### config.mk
export PLATFORM = sky130hd
export DESIGN_NAME = multi_slot_deadline_timer
export DESIGN_NICKNAME = d
export VERILOG_FILES = /design/src/hdl/mdt_pkg.sv /design/src/hdl/mdt_ram.sv /design/src/hdl/mdt_front.sv /design/src/hdl/mdt_back.sv /design/src/hdl/multi_slot_deadline_timer.sv
export SDC_FILE = /design/constraint.sdc
export NUM_CORES = 1
export LEC_CHECK = 0
export BUFFER_PORTS_ARGS = -buffer_cell sky130_fd_sc_hd__buf_2
export CAP_MARGIN = 10
export CORE_MARGIN = 10
export CORE_UTILIZATION = 25
export DETAILED_ROUTE_END_ITERATION = 10
export GPL_TIMING_DRIVEN = 0
export HOLD_SLACK_MARGIN = 0.02
export PLACE_DENSITY = 0.4
export SYNTH_ARGS = -nofsm -noshare
export SYNTH_HDL_FRONTEND = slang
export SYNTH_SLANG_ARGS = --single-unit
### constraint.sdc
create_clock -name clk -period 5.5 [get_ports clk]
set_input_delay 0 -clock clk [delete_from_list [all_inputs] [get_ports clk]]
set_output_delay 0 -clock clk [all_outputs]
set_load 0.03 [all_outputs]
### src/hdl/mdt_pkg.sv
// Package for the multi-slot deadline timer: command and result codes,
// the queue entry type and shared constants. Depends on nothing.
package mdt_pkg;

	localparam int MDT_NUM_SLOTS = 16;
	localparam int MAX_RES = 16;
	localparam int TIME_W = 32;

	typedef enum logic [1:0] {
		CMD_CREATE  = 2'd0,
		CMD_DESTROY = 2'd1,
		CMD_TICK    = 2'd2,
		CMD_NOP     = 2'd3
	} cmd_t;

	typedef enum logic [1:0] {
		KIND_CREATED = 2'd0,
		KIND_REFUSED = 2'd1,
		KIND_DESTROY = 2'd2,
		KIND_EXPIRED = 2'd3
	} kind_t;

	typedef struct packed {
		cmd_t        cmd;
		logic [15:0] duration;
		logic [3:0]  slot;
	} cmd_item_t;

endpackage

### src/hdl/mdt_ram.sv
// Generic simple dual-port RAM with one write port and a registered read port.
// Depends on nothing.
module mdt_ram #(
	parameter int WIDTH = 32,
	parameter int DEPTH = 16
) (
	input  logic                                   clk,
	input  logic                                   wr_en,
	input  logic [(DEPTH > 1 ? $clog2(DEPTH) : 1)-1:0] wr_addr,
	input  logic [WIDTH-1:0]                       wr_data,
	input  logic [(DEPTH > 1 ? $clog2(DEPTH) : 1)-1:0] rd_addr,
	output logic [WIDTH-1:0]                       rd_data
);
	logic [WIDTH-1:0] mem_q [DEPTH];

	always_ff @(posedge clk) begin
		if (wr_en) begin
			mem_q[wr_addr] <= wr_data;
		end
		rd_data <= mem_q[rd_addr];
	end
endmodule

### src/hdl/mdt_front.sv
// Front end of the deadline timer: accepts items, drops the unused command
// code and holds the rest in a two-entry queue. Depends on mdt_pkg.
module mdt_front (
	input  logic              clk,
	input  logic              arst_n,
	input  logic              in_valid,
	output logic              in_stall,
	input  logic [1:0]        command,
	input  logic [15:0]       duration,
	input  logic [3:0]        slot,
	output logic              q_valid,
	output mdt_pkg::cmd_item_t q_item,
	input  logic              q_pop
);
	import mdt_pkg::*;

	cmd_item_t mem_q [2];
	logic      wr_ptr_q;
	logic      rd_ptr_q;
	logic [1:0] cnt_q;
	logic      push;

	assign in_stall = (cnt_q == 2'd2);
	assign push = in_valid && !in_stall && (cmd_t'(command) != CMD_NOP);
	assign q_valid = (cnt_q != 2'd0);
	assign q_item = mem_q[rd_ptr_q];

	always_ff @(posedge clk) begin
		if (push) begin
			mem_q[wr_ptr_q] <= '{cmd: cmd_t'(command), duration: duration, slot: slot};
		end
	end

	always_ff @(posedge clk or negedge arst_n) begin
		if (!arst_n) begin
			wr_ptr_q <= 1'b0;
			rd_ptr_q <= 1'b0;
			cnt_q <= 2'd0;
		end else begin
			if (push) begin
				wr_ptr_q <= !wr_ptr_q;
			end
			if (q_pop) begin
				rd_ptr_q <= !rd_ptr_q;
			end
			cnt_q <= 2'(cnt_q + {1'b0, push} - {1'b0, q_pop});
		end
	end
endmodule

### src/hdl/mdt_back.sv
// Back end of the deadline timer: slot table, time counter, expiry scan and
// the output register. Depends on mdt_pkg and mdt_ram.
module mdt_back #(
	parameter int NUM_SLOTS = mdt_pkg::MDT_NUM_SLOTS
) (
	input  logic               clk,
	input  logic               arst_n,
	input  logic               q_valid,
	input  mdt_pkg::cmd_item_t q_item,
	output logic               q_pop,
	output logic               out_valid,
	input  logic               out_stall,
	output logic [1:0]         kind,
	output logic [3:0]         slot_number,
	output logic               was_active,
	output logic               last
);
	import mdt_pkg::*;

	localparam int IDX_W = NUM_SLOTS > 1 ? $clog2(NUM_SLOTS) : 1;
	localparam logic [IDX_W-1:0] LAST_IDX = IDX_W'(NUM_SLOTS - 1);

	typedef enum logic [4:0] {
		ST_IDLE    = 5'b00001,
		ST_SCAN    = 5'b00010,
		ST_LAST    = 5'b00100,
		ST_RESOLVE = 5'b01000,
		ST_FLUSH   = 5'b10000
	} state_t;

	state_t               state_q;
	logic [NUM_SLOTS-1:0] in_use_q;
	logic [TIME_W-1:0]    time_q;
	logic [IDX_W-1:0]     idx_q;
	logic                 cmp_v_s1;
	logic [IDX_W-1:0]     cmp_idx_s1;
	logic                 found_q;
	logic [TIME_W-1:0]    best_q;
	logic [IDX_W-1:0]     pick_q;
	logic                 pend_v_q;
	logic [IDX_W-1:0]     pend_q;
	logic [4:0]           n_q;
	logic                 out_v_q;
	kind_t                kind_q;
	logic [3:0]           slot_q;
	logic                 act_q;
	logic                 last_q;

	logic                 out_free;
	logic                 free_found;
	logic [IDX_W-1:0]     free_idx;
	logic [IDX_W-1:0]     dst_idx;
	logic                 dst_act;
	logic                 ram_we;
	logic [TIME_W-1:0]    ram_wdata;
	logic [TIME_W-1:0]    ram_rdata;
	logic [TIME_W-1:0]    age;
	logic                 better;

	assign out_free = !out_v_q || !out_stall;
	assign q_pop = (state_q == ST_IDLE) && q_valid && out_free;

	// Lowest free slot, found by a priority encoder over the in-use bits.
	always_comb begin
		free_found = 1'b0;
		free_idx = '0;
		for (int i = NUM_SLOTS - 1; i >= 0; i--) begin
			if (!in_use_q[i]) begin
				free_found = 1'b1;
				free_idx = IDX_W'(i);
			end
		end
	end

	assign dst_idx = IDX_W'(q_item.slot);
	assign dst_act = ({28'd0, q_item.slot} < 32'(NUM_SLOTS)) && in_use_q[dst_idx];

	assign ram_we = q_pop && (q_item.cmd == CMD_CREATE) && free_found;
	assign ram_wdata = time_q + {16'd0, q_item.duration};

	mdt_ram #(.WIDTH(TIME_W), .DEPTH(NUM_SLOTS)) u_deadline (
		.clk     (clk),
		.wr_en   (ram_we),
		.wr_addr (free_idx),
		.wr_data (ram_wdata),
		.rd_addr (idx_q),
		.rd_data (ram_rdata)
	);

	// A slot is due when its age is non-negative; the oldest wins and strict
	// comparison keeps the lowest slot on ties.
	assign age = time_q - ram_rdata;
	assign better = cmp_v_s1 && in_use_q[cmp_idx_s1] && !age[TIME_W-1]
		&& (!found_q || age > best_q);

	always_ff @(posedge clk or negedge arst_n) begin
		if (!arst_n) begin
			state_q <= ST_IDLE;
			in_use_q <= '0;
			time_q <= '0;
			idx_q <= '0;
			cmp_v_s1 <= 1'b0;
			cmp_idx_s1 <= '0;
			found_q <= 1'b0;
			best_q <= '0;
			pick_q <= '0;
			pend_v_q <= 1'b0;
			pend_q <= '0;
			n_q <= '0;
			out_v_q <= 1'b0;
			kind_q <= KIND_CREATED;
			slot_q <= '0;
			act_q <= 1'b0;
			last_q <= 1'b0;
		end else begin
			if (!out_stall) begin
				out_v_q <= 1'b0;
			end
			cmp_v_s1 <= 1'b0;
			cmp_idx_s1 <= idx_q;
			if (better) begin
				found_q <= 1'b1;
				best_q <= age;
				pick_q <= cmp_idx_s1;
			end
			case (state_q)
				ST_IDLE: begin
					if (q_pop) begin
						case (q_item.cmd)
							CMD_CREATE: begin
								out_v_q <= 1'b1;
								act_q <= 1'b0;
								last_q <= 1'b1;
								if (free_found) begin
									in_use_q[free_idx] <= 1'b1;
									kind_q <= KIND_CREATED;
									slot_q <= 4'(free_idx);
								end else begin
									kind_q <= KIND_REFUSED;
									slot_q <= '0;
								end
							end
							CMD_DESTROY: begin
								if (dst_act) begin
									in_use_q[dst_idx] <= 1'b0;
								end
								out_v_q <= 1'b1;
								kind_q <= KIND_DESTROY;
								slot_q <= q_item.slot;
								act_q <= dst_act;
								last_q <= 1'b1;
							end
							CMD_TICK: begin
								time_q <= time_q + 1'b1;
								pend_v_q <= 1'b0;
								n_q <= '0;
								idx_q <= '0;
								found_q <= 1'b0;
								state_q <= ST_SCAN;
							end
							default: begin
							end
						endcase
					end
				end
				ST_SCAN: begin
					cmp_v_s1 <= 1'b1;
					if (idx_q == LAST_IDX) begin
						state_q <= ST_LAST;
					end else begin
						idx_q <= idx_q + 1'b1;
					end
				end
				ST_LAST: begin
					state_q <= ST_RESOLVE;
				end
				ST_RESOLVE: begin
					if (!pend_v_q || out_free) begin
						if (pend_v_q) begin
							out_v_q <= 1'b1;
							kind_q <= KIND_EXPIRED;
							slot_q <= 4'(pend_q);
							act_q <= 1'b0;
							last_q <= !found_q;
						end
						if (found_q) begin
							in_use_q[pick_q] <= 1'b0;
							pend_q <= pick_q;
							pend_v_q <= 1'b1;
							n_q <= n_q + 1'b1;
							idx_q <= '0;
							found_q <= 1'b0;
							if (5'(n_q + 1'b1) == 5'(MAX_RES)) begin
								state_q <= ST_FLUSH;
							end else begin
								state_q <= ST_SCAN;
							end
						end else begin
							pend_v_q <= 1'b0;
							state_q <= ST_IDLE;
						end
					end
				end
				ST_FLUSH: begin
					if (out_free) begin
						out_v_q <= 1'b1;
						kind_q <= KIND_EXPIRED;
						slot_q <= 4'(pend_q);
						act_q <= 1'b0;
						last_q <= 1'b1;
						pend_v_q <= 1'b0;
						state_q <= ST_IDLE;
					end
				end
				default: begin
					state_q <= ST_IDLE;
				end
			endcase
		end
	end

	assign out_valid = out_v_q;
	assign kind = kind_q;
	assign slot_number = slot_q;
	assign was_active = act_q;
	assign last = last_q;
endmodule

### src/hdl/multi_slot_deadline_timer.sv
// Top level of the multi-slot deadline timer: front-end queue and back end.
// Depends on mdt_pkg, mdt_front, mdt_back and mdt_ram.

// Create and destroy commands are handled in the back end and give one
// result each. A tick advances the time counter and then scans the slot
// table through the single read port of the deadline memory, once per expiry
// and, below the limit of 16 expiries, once more to find that none is left.
// A stalled output holds up both results and scans. A two-entry queue lets
// new items be accepted while a tick is still being worked off. Command
// code 3 is dropped.
module multi_slot_deadline_timer #(
	parameter int NUM_SLOTS = mdt_pkg::MDT_NUM_SLOTS
) (
	input  logic        clk,
	input  logic        arst_n,
	input  logic        in_valid,
	output logic        in_stall,
	input  logic [1:0]  command,
	input  logic [15:0] duration,
	input  logic [3:0]  slot,
	output logic        out_valid,
	input  logic        out_stall,
	output logic [1:0]  kind,
	output logic [3:0]  slot_number,
	output logic        was_active,
	output logic        last
);
	import mdt_pkg::*;

	logic      q_valid;
	cmd_item_t q_item;
	logic      q_pop;

	mdt_front u_front (
		.clk      (clk),
		.arst_n   (arst_n),
		.in_valid (in_valid),
		.in_stall (in_stall),
		.command  (command),
		.duration (duration),
		.slot     (slot),
		.q_valid  (q_valid),
		.q_item   (q_item),
		.q_pop    (q_pop)
	);

	mdt_back #(.NUM_SLOTS(NUM_SLOTS)) u_back (
		.clk         (clk),
		.arst_n      (arst_n),
		.q_valid     (q_valid),
		.q_item      (q_item),
		.q_pop       (q_pop),
		.out_valid   (out_valid),
		.out_stall   (out_stall),
		.kind        (kind),
		.slot_number (slot_number),
		.was_active  (was_active),
		.last        (last)
	);
endmodule

==> results_dict.tcl, run 1 <==
set metrics [dict create \
    grt_max_degree 65 \
    grt_first_pass_wirelength_um 139000 \
    yosys.cell_types.count 72 \
    critPathCaptureType "flip-flop" \
    root_buffer "clkbuf_16" \
    clkTransAtPathRegs_ns 0.06 \
    synthMuxAreaShare_pct 11.6 \
    slew_violations 0 \
    htree_levels 3 \
    fmax_mhz 191 \
    synth_flop_cell "edfxtp_1" \
    io_buffers 35 \
    syn2layout_area_growth_pct 20.8 \
    irDropWorstVdd_mv 0.219 \
    drv_cap 0 \
    rows 130 \
    initial_core_util_pct 25.1 \
    dp_hpwl_um 65800 \
    dpl_cell_area_um2 34600 \
    drtIter0Drc 1521 \
    crit_path_max_fanout 10 \
    crit_path_top_delay_cell "dfrtp_2" \
    clk_path_buf_depth 3 \
    gr-total-overflow 0 \
    antenna_found_initial 3 \
    drtPass1Iterations 5 \
    hold_ws_ns 0.0883 \
    syn_avg_cell_area_um2 14.3 \
    hold_viol 0 \
    ys_seq_elements 710 \
    synth_compound_area_share_pct 9.07 \
    min_path_type "in -> reg" \
    die_w_um 375 \
    synth_fp_nets 2323 \
    drcViolationCount 0 \
    synth_area_um2 31500 \
    critical_path.cell_chain "inv_1 > ha_1 > inv_1 > fa_2 > a211oi_2 > o21ai_1 > a221oi_2 > buf_4 > o21a_1 > o31ai_1 > nor2_1 > and3b_1 > a311oi_1 > ha_1 > nand4_1 > or2_2 > nor4_4 > a211oi_2 > a311oi_4 > buf_4 > buf_6 > mux2_2" \
    outcome "finished clean" \
    ios 36 \
    synth_warnings 0 \
    final_layout_size_suffix_gt1_share_pct 17.1 \
    p_leak_nw 13.9 \
    worstPathRequired_ns 6.03 \
    design_area_um2 38100 \
    grt_pass1_vias 20220 \
    clock-sinks 710 \
    die_area_um2 141000 \
    finalSetupViolCount 0 \
    chipHeight_um 375 \
    tns_ns 0 \
    max_stage_delay_ns 0.45 \
    clock_latency_ns 0.68 \
    synthTopCellsByCount "edfxtp_1 (556), nand2_1 (143), dfrtp_1 (121)" \
    powerDensity_nw_per_um2 539 \
    synth.most_common_cell "edfxtp_1" \
    maxSlewHeadroom_pct 15.7 \
    synth-seq-area-share_pct 64.6 \
    yosysTopAreaCell "edfxtp_1" \
    synth-edff-count 556 \
    critPathArrivalTime_ns 5.77 \
    synth_top_area_share_pct 52.9 \
    core_area_um2 126000 \
    synth_fa_ha_area_share_pct 3.46 \
    wirelength_um 94700 \
    synthXorXnorAreaFrac_pct 2.55 \
    place.gp.congestion 0.829 \
    synth_top_family_by_area "multiplexers" \
    wl_per_cell_um 22.9 \
    grt_usage_pct 13.2 \
    tightestPinTransition_ns 1.26 \
    synth-simple-area-share_pct 6.33 \
    skew_ns 0.0479 \
    finalCritPeriodShare_pct 95.2 \
    synth_cells 2211 \
    cts_buffers 85 \
    ant_nets 0 \
    start_kind "flip-flop" \
    whs_path_depth 2 \
    via_count 19574 \
    vias_per_cell 4.73 \
    period_needed_ns 5.24 \
    yosys-top-cells-area "edfxtp_1 (53%), dfrtp_1 (9.6%), mux4_2 (5.1%)" \
    nets 2526 \
    cts_tree "yes" \
    synthArstFlopShare_pct 17.2 \
    rr_worst_depth 22 \
    crit_type "reg -> reg" \
]
==> cells in the final DEF (no fill, tap or decap), types with 12 or more instances in the layout <==
master and instances:
buf_4 17, nor2_4 15, o21a_1 18, buf_16 14, dfrtp_1 119, buf_12 13
nor3_1 33, nand2_1 143, edfxtp_1 556, a22oi_1 32, nand3_1 43, mux2i_1 112
xnor2_1 55, a221oi_1 34, buf_1 21, o31ai_1 14, clkbuf_1 86, a21oi_1 113
dlygate4sd3_1 26, mux2_2 82, mux4_2 72, buf_2 36, nand4_1 18, nor2_1 76
clkbuf_16 87, nand2b_1 24, inv_1 98, xor2_1 26, dfxtp_1 32, buf_6 16
ha_1 84, nor4_1 12, o21ai_0 117, a21o_1 27, clkinv_2 12
==> where the power goes <==
| group | leakage (nW) | switching (W) | internal (W) | total, W |
|---|---|---|---|---|
| combinational | 5.47 | 0.00459 | 0.00272 | 0.00731 |
| sequential | 7.06 | 0.000496 | 0.00704 | 0.00753 |
| clock | 1.38 | 0.00225 | 0.00344 | 0.00569 |
| total | 13.9 | 0.00734 | 0.0132 | 0.0205 |
==> critical path: cells and delay by family (launching register included) <==
kind                     cells  cell delay, ns
AO/OA/AOI/OAI                8            1.79
AND/OR/NAND/NOR              5            0.94
adder cells (fa/ha/maj)      3            0.85
buffers and inverters        5            0.73
flip-flops                   1            0.45
multiplexers                 1            0.35
==> metrics by stage <==
| stage | util (%) | setup slack, ns | cells | power [W] |
|---|---|---|---|---|
| after detailed placement | 27.5 | -1.82 | 3932 | 0.0149 |
| final | 30.4 | 0.262 | 4136 | 0.0205 |
| after floorplan | - | 0.251 | 2211 | 0.0120 |
| after global placement | 26.9 | -1.83 | 3896 | 0.0146 |
| after CTS | 30.2 | 0.00330 | 4126 | 0.0207 |
| after global routing | 30.3 | -0.00530 | 4134 | 0.0217 |
==> registers in the layout (all words and copies together), names as in the netlist, 2 cells and up <==
register and cells:
u_back.in_use_q 16, u_front.cnt_q 2, u_back.pick_q 4, u_back.time_q 32, u_back.kind 2, u_back.u_deadline.rd_data 32, u_back.n_q 5, u_back.cmp_idx_s1 4
u_front.mem_q 44, u_back.state_q 5, u_back.idx_q 4, u_back.pend_q 4, u_back.slot_number 4, u_back.u_deadline.mem_q 512, u_back.best_q 32
==> layout make-up <==
| cell class | count | area (um2) |
|---|---|---|
| Tap cell | 1650 | 2060 |
| Buffer | 91 | 387 |
| Clock buffer | 120 | 2380 |
| Fill cell | 12511 | 87500 |
| Antenna cell | 2 | 5.00 |
| Timing Repair Buffer | 117 | 1370 |
| Sequential cell | 710 | 20400 |
| Clock inverter | 37 | 445 |
| Inverter | 98 | 368 |
| Multi-Input combinational cell | 1311 | 10700 |
==> kinds of logic after synthesis <==
kind of cell | Yosys count
adder cells (fa/ha/maj) | 86
AND/OR/NAND/NOR | 422
XOR/XNOR | 92
buffers and inverters | 190
AO/OA/AOI/OAI | 445
flip-flops | 710
multiplexers | 266
==> metal layers <==
| metal | GRT usage (%) | part of all wire (%) |
|---|---|---|
| met1 | 17.1 | 44 |
| met2 | 22.3 | 49 |
| met3 | 2.27 | 4.9 |
| met4 | 4.49 | 2.7 |
| met5 | 0 | 0 |
==> worst paths after layout <==
kind / slack, ns / to / from
worst max-delay path: 0.26 / u_back.best_q[29] / u_back.time_q[0]
worst min-delay path: 0.09 / u_front.mem_q[0][15] / duration[11]
worst max register to register: 0.26 / u_back.best_q[29] / u_back.time_q[0]
worst min register to register: 0.43 / u_back.cmp_idx_s1[2] / u_back.idx_q[2]
max in group asynchronous: 4.67 / u_back.state_q[0] / arst_n
min in group asynchronous: 0.44 / u_back.best_q[26] / arst_n
==> timing repair <==
action,in CTS,in global routing
pin swaps,5,2
endpoints found under the hold margin,179,0
resized for setup,20,12
hold buffers,27,0
buffers inserted,10,2
setup endpoints to repair,244,208
No activity file was read; power rests on OpenSTA's default activity.
==> run 2: changes to the inputs <==
- GPL_TIMING_DRIVEN: 0 -> not set
- PLACE_DENSITY: 0.4 -> 0.38
- clock period: 5.5 -> 6.8 ns (I/O delays scaled with it)
==> run 2 against run 1 <==
Net effect:
- first-iteration DRC count shrank 20%
- highest routed layer unchanged
- largest power group unchanged
- sequential share of layout area grew 1.3 points
- via count shrank 2.6%
==> results_dict.tcl, run 2 (synthesis results as in run 1) <==
set metrics [dict create \
    final_cell_mix "edfxtp_1 (556), nand2_1 (143), o21ai_0 (118)" \
    final_layout_size_suffix_gt1_share_pct 17.1 \
    io_buffers 35 \
    ant_nets 0 \
    syn2layout_area_growth_pct 18.1 \
    critPathArrivalTime_ns 6.42 \
    antenna_found_initial 7 \
    start_kind "flip-flop" \
    fmax_mhz 169 \
    period_needed_ns 5.90 \
    crit_type "reg -> reg" \
    min_path_type "in -> reg" \
    grt-busiest-layer "met2" \
    irDropWorstVdd_mv 0.236 \
    grt_pass1_vias 19786 \
    ios 36 \
    crit_path_max_fanout 20 \
    outcome "finished clean" \
    setup_ws_ns 0.895 \
    rows 130 \
    slew_violations 0 \
    p_leak_nw 13.7 \
    cts_buffers 85 \
    worstPathRequired_ns 7.32 \
    wirelength_um 89800 \
    cts_tree "yes" \
    via_count 19062 \
    rr_startpoint "u_back.time_q[0]" \
    nets 2458 \
    grt_first_pass_wirelength_um 133000 \
    regMostFlops "u_back.u_deadline.mem_q" \
    chipHeight_um 375 \
    clk_path_buf_depth 3 \
    gr-total-overflow 0 \
    mostFrequentLayoutCell "edfxtp_1" \
    fin_cells 4065 \
    core_area_um2 126000 \
    cp-startpoint "u_back.time_q[0]" \
    initial_core_util_pct 25.1 \
    root_buffer "clkbuf_16" \
    cts_setup_buffers 0 \
    die_w_um 375 \
    drtIter0Drc 1222 \
    design_area_um2 37300 \
    grt_usage_pct 12.5 \
    drcViolationCount 0 \
    grt_setup_unrepaired "no" \
    clock-sinks 710 \
    htree_levels 3 \
    gr-usage-met1_pct 16.9 \
    dp_hpwl_um 56600 \
    largest_register_ffs 512 \
    finalCritPeriodShare_pct 86.8 \
    met3_usage_pct 2.07 \
    placed_cells 3869 \
    vias_per_cell 4.69 \
    die_area_um2 141000 \
    tightestPinTransition_ns 1.25 \
    drtPass1Iterations 7 \
    place.gp.congestion 0.803 \
    clkTransAtPathRegs_ns 0.06 \
    wl_per_cell_um 22.1 \
    grt_max_degree 86 \
    hold_viol 0 \
    critPathCaptureType "flip-flop" \
    clock_latency_ns 0.67 \
    drv_cap 0 \
    top_regs "u_back.u_deadline.mem_q: 512 flops, u_front.mem_q: 44 flops" \
    dp_slack_ns 0.929 \
    finalSetupViolCount 0 \
    holdCritStartpoint "duration[2]" \
    skew_ns 0.0501 \
    finalPower_w 0.0162 \
    use_met2_pct 20.1 \
    maxSlewHeadroom_pct 16.5 \
    powerDensity_nw_per_um2 435 \
    dpl_cell_area_um2 34100 \
    tns_ns 0 \
]
## run 2: area by class of cell
class / count / area, um2
clock buffers: 118 / 2310
flip-flops and latches: 710 / 20400
inverters: 98 / 368
repair buffers: 140 / 1100
clock inverters: 37 / 429
multi-input cells: 1311 / 10600
diodes: 1 / 2.50
well taps: 1650 / 2060
fillers: 12535 / 88300
## run 2: worst max-delay path, stage by stage (launching register included)
cell and delay [ns]:
dfrtp_1 0.43, inv_1 0.11, ha_1 0.17, inv_1 0.07, fa_1 0.47, a211oi_1 0.31
o21ai_0 0.17, a221oi_1 0.34, buf_4 0.21, o21a_1 0.15, o31ai_1 0.12, nor2_1 0.16
and3b_1 0.19, a311oi_1 0.48, ha_1 0.23, nand4_1 0.08, or2_2 0.29, nor4_1 0.55
a211oi_1 0.20, a311oi_4 0.31, buf_4 0.33, mux2_2 0.38
## run 2: routing by layer
metal  wire length [um]  vias to the layer above
li1                   -                     8778
met1              41700                     9746
met2              41600                      385
met3               3460                      153
met4               3110                        0
met5                  0                        -
## run 2: repair_timing
| item | 4_1_cts | 5_1_grt |
|---|---|---|
| hold buffers | 36 | 0 |
| gates resized for setup | 0 | 0 |
| endpoints found under the hold margin | 133 | 0 |
## run 2: stage by stage
step                      hold slack, ns  utilization (%)
final                             0.0711             29.7
after global routing              0.0580             29.7
after CTS                         0.0210             29.6
after detailed placement          0.0565             27.1
after global placement            0.0585             27.1
after floorplan                   -0.296                -
## run 2: power breakdown
group          internal [W]  switching, W  total [W]
clock               0.00262       0.00185    0.00447
combinational       0.00209       0.00344    0.00554
sequential          0.00569      0.000501    0.00619
total                0.0104       0.00580     0.0162
## run 2: path summary, 6_finish.rpt
path,slack [ns],to,depth (start not counted)
max,0.90,u_back.best_q[15],21
min,0.07,u_front.mem_q[1][6],2
max reg2reg,0.90,u_back.best_q[15],21
min reg2reg,0.50,u_back.kind[1],2
max in group asynchronous,5.42,u_back.idx_q[1],4
min in group asynchronous,0.51,u_back.best_q[21],4
==> run 3: changes to the inputs <==
- GPL_TIMING_DRIVEN: not set -> 0
- SYNTH_HIERARCHICAL: not set -> 1
==> run 3 against run 2 <==
Net effect:
- routed wire length shrank 2.1%
- die area decreased by 0.81%
- core utilization is 0.55 points higher
- critical path depth fell by 2
- combinational power fell by 11%
- area after synthesis is 0.86% lower
- sequential power decreased by 6.0%
- sequential share of layout area is 0.33 points lower
- non-clock buffer count rose by 54
- sequential cell count stayed put
- via count fell by 3.4%
- critical path type unchanged
- critical endpoint is now u_back/pick_q[3]
==> results_dict.tcl, run 3 <==
set metrics [dict create \
    synth_area_um2 31300 \
    dp_slack_ns 0.686 \
    die_w_um 374 \
    grt_pass1_vias 19162 \
    chipHeight_um 374 \
    cts_buffers 83 \
    tightestPinTransition_ns 1.14 \
    maxSlewHeadroom_pct 23.7 \
    period_needed_ns 6.00 \
    synthArstFlopShare_pct 17.2 \
    core_area_um2 124000 \
    clkTransAtPathRegs_ns 0.06 \
    worstPathRequired_ns 7.33 \
    via_count 18418 \
    syn2layout_area_growth_pct 19.8 \
    powerDensity_nw_per_um2 405 \
    ios 36 \
    internal_power_w 0.00988 \
    critPathCaptureType "flip-flop" \
    crit_type "reg -> reg" \
    clock_latency_ns 0.67 \
    yosysTopAreaCell "edfxtp_1" \
    fmax_mhz 167 \
    ys_seq_elements 710 \
    grt_max_degree 68 \
    slew_violations 0 \
    nets 2355 \
    setup_ws_ns 0.802 \
    grt-busiest-layer "met2" \
    grt_setup_unrepaired "no" \
    wirelength_um 88000 \
    irDropWorstVdd_mv 0.222 \
    drtPass1Iterations 5 \
    tns_ns 0 \
    multiInputGateArea_um2 10300 \
    switchingPower_w 0.00528 \
    synth_cells 2047 \
    top_regs "u_back/u_deadline/mem_q: 512 flops, u_front/mem_q: 44 flops" \
    htree_levels 3 \
    vias_per_cell 4.66 \
    outcome "finished clean" \
    critPathArrivalTime_ns 6.53 \
    grt_usage_pct 12.4 \
    netSwitchingFraction_pct 34.8 \
    synth.most_common_cell "edfxtp_1" \
    synth_top_area_share_pct 53.4 \
    p_leak_nw 13.0 \
    pwr-share-seq_pct 38.4 \
    met3_usage_pct 1.81 \
    grt_first_pass_wirelength_um 131000 \
    root_buffer "clkbuf_16" \
    yosys.cell_types.count 79 \
    skew_ns 0.0306 \
    synthTopCellsByCount "edfxtp_1 (556), nand2_1 (156), mux4_2 (137)" \
    cts_tree "yes" \
    ant_nets 0 \
    dp_hpwl_um 61400 \
    clk_path_buf_depth 3 \
    syn_avg_cell_area_um2 15.3 \
    use_met2_pct 20.3 \
    initial_core_util_pct 25.2 \
    synth-seq-area-share_pct 65.2 \
    gr-usage-met1_pct 17.1 \
    start_kind "flip-flop" \
    clock-sinks 710 \
    gr-total-overflow 0 \
    antenna_found_initial 2 \
    synth-edff-count 556 \
    crit_path_max_fanout 10 \
    wl_per_cell_um 22.3 \
    die_area_um2 140000 \
    drv_cap 0 \
    place.gp.congestion 0.819 \
    finalCritPeriodShare_pct 88.2 \
    drcViolationCount 0 \
    hold_viol 0 \
    r2r_slack_ns 0.80 \
    drtIter0Drc 1365 \
    regArea_um2 20400 \
    mostFrequentLayoutCell "edfxtp_1" \
    largest_register_ffs 512 \
    synth_warnings 6 \
    final_layout_size_suffix_gt1_share_pct 20.8 \
    synth_flop_cell "edfxtp_1" \
    regMostFlops "u_back/u_deadline/mem_q" \
    min_path_type "in -> reg" \
    comb_power_share_pct 32.5 \
    final_cell_mix "edfxtp_1 (556), nand2_1 (156), mux4_2 (137)" \
    fillCellCount 12324 \
    rows 129 \
    p_clk_share_pct 29.1 \
    yosys-top-cells-area "edfxtp_1 (53%), mux4_2 (9.9%), dfrtp_1 (9.7%)" \
    io_buffers 35 \
    synth_fp_nets 2159 \
    cts_setup_buffers 0 \
    finalSetupViolCount 0 \
]
-- run 3: cell count changes in the layout (fill, tap and decap cells not counted), moves of 29 or more --
| cell | change |
|---|---|
| a21oi_1 | -42 |
| a221oi_1 | -32 |
| a22oi_1 | +33 |
| buf_4 | -43 |
| clkbuf_1 | +29 |
| mux2i_1 | -109 |
| mux4_2 | +65 |
| o21ai_0 | -50 |
-- run 3: kinds of logic after synthesis --
logic type / Yosys count / synth area share [%]
compound gates: 336 / 6.96
xor+xnor: 88 / 2.46
simple gates: 441 / 7.28
mux: 200 / 12.1
flops: 710 / 65.2
fa+ha+maj: 86 / 3.49
buf+inv: 186 / 2.50
-- run 3: timing repair --
action                                 CTS  global route
gates resized for setup                  0             0
endpoints found under the hold margin  220             0
hold buffers                            31             0
-- run 3: cell type report --
class,instances,area share (%)
clock inverters,53,1.33
plain buffers,83,1.05
well taps,1637,5.47
clock buffers,103,6.01
multi-input cells,1151,27.6
repair buffers,111,3.09
flip-flops and latches,710,54.4
diodes,1,0.00668
inverters,103,1.03
-- run 3: path summary, 6_finish.rpt --
check,start,end,cells past startpoint
setup / recovery,u_back/time_q[4],u_back/pick_q[3],19
hold / removal,duration[7],u_front/mem_q[0][11],2
setup reg to reg,u_back/time_q[4],u_back/pick_q[3],19
hold reg to reg,u_back/kind[0],u_back/kind[0],2
max in group asynchronous,arst_n,u_back/time_q[27],4
min in group asynchronous,arst_n,u_back/kind[0],4
-- run 3: metal layers --
layer / routed length (um) / up-vias / share of wire, %
li1: - / 8323 / -
met2: 41700 / 401 / 47
met3: 3770 / 99 / 4.3
met5: 0 / - / 0
met1: 40800 / 9595 / 46
met4: 1750 / 0 / 2.0
-- run 3: per-stage QoR --
stage	power, W	utilization [%]	hold WS (ns)	std cells	instance area (um2)
after floorplan	0.00900	-	-0.296	2047	31300
after global placement	0.0107	27.0	0.187	3719	33500
after detailed placement	0.0109	27.6	0.0493	3757	34200
after CTS	0.0154	30.1	0.0202	3944	37300
after global routing	0.0161	30.2	0.0441	3951	37500
final	0.0152	30.2	0.0621	3952	37500
-- run 3: power by group through the flow --
| stage | Clock (W) | Sequential (W) | Combinational (W) |
|---|---|---|---|
| final | 0.00441 | 0.00582 | 0.00493 |
| after CTS | 0.00457 | 0.00584 | 0.00498 |
| after floorplan | 0 | 0.00581 | 0.00320 |
| after global routing | 0.00475 | 0.00588 | 0.00548 |
| after global placement | 0 | 0.00594 | 0.00478 |
| after detailed placement | 0 | 0.00593 | 0.00494 |
-- run 3: critical path, cell delays in order, from the launching register on --
cell,delay (ns)
dfrtp_1,0.47
ha_1,0.39
a2111oi_0,0.45
inv_1,0.10
nor3_1,0.31
nor3_1,0.18
or2_2,0.30
clkbuf_1,0.19
a2111oi_0,0.43
nor3_1,0.17
ha_1,0.32
and4_1,0.18
nand2_1,0.08
nor3_1,0.32
o31ai_1,0.19
o2111ai_1,0.13
a21oi_1,0.15
nor4_4,0.68
buf_2,0.44
mux2_2,0.37
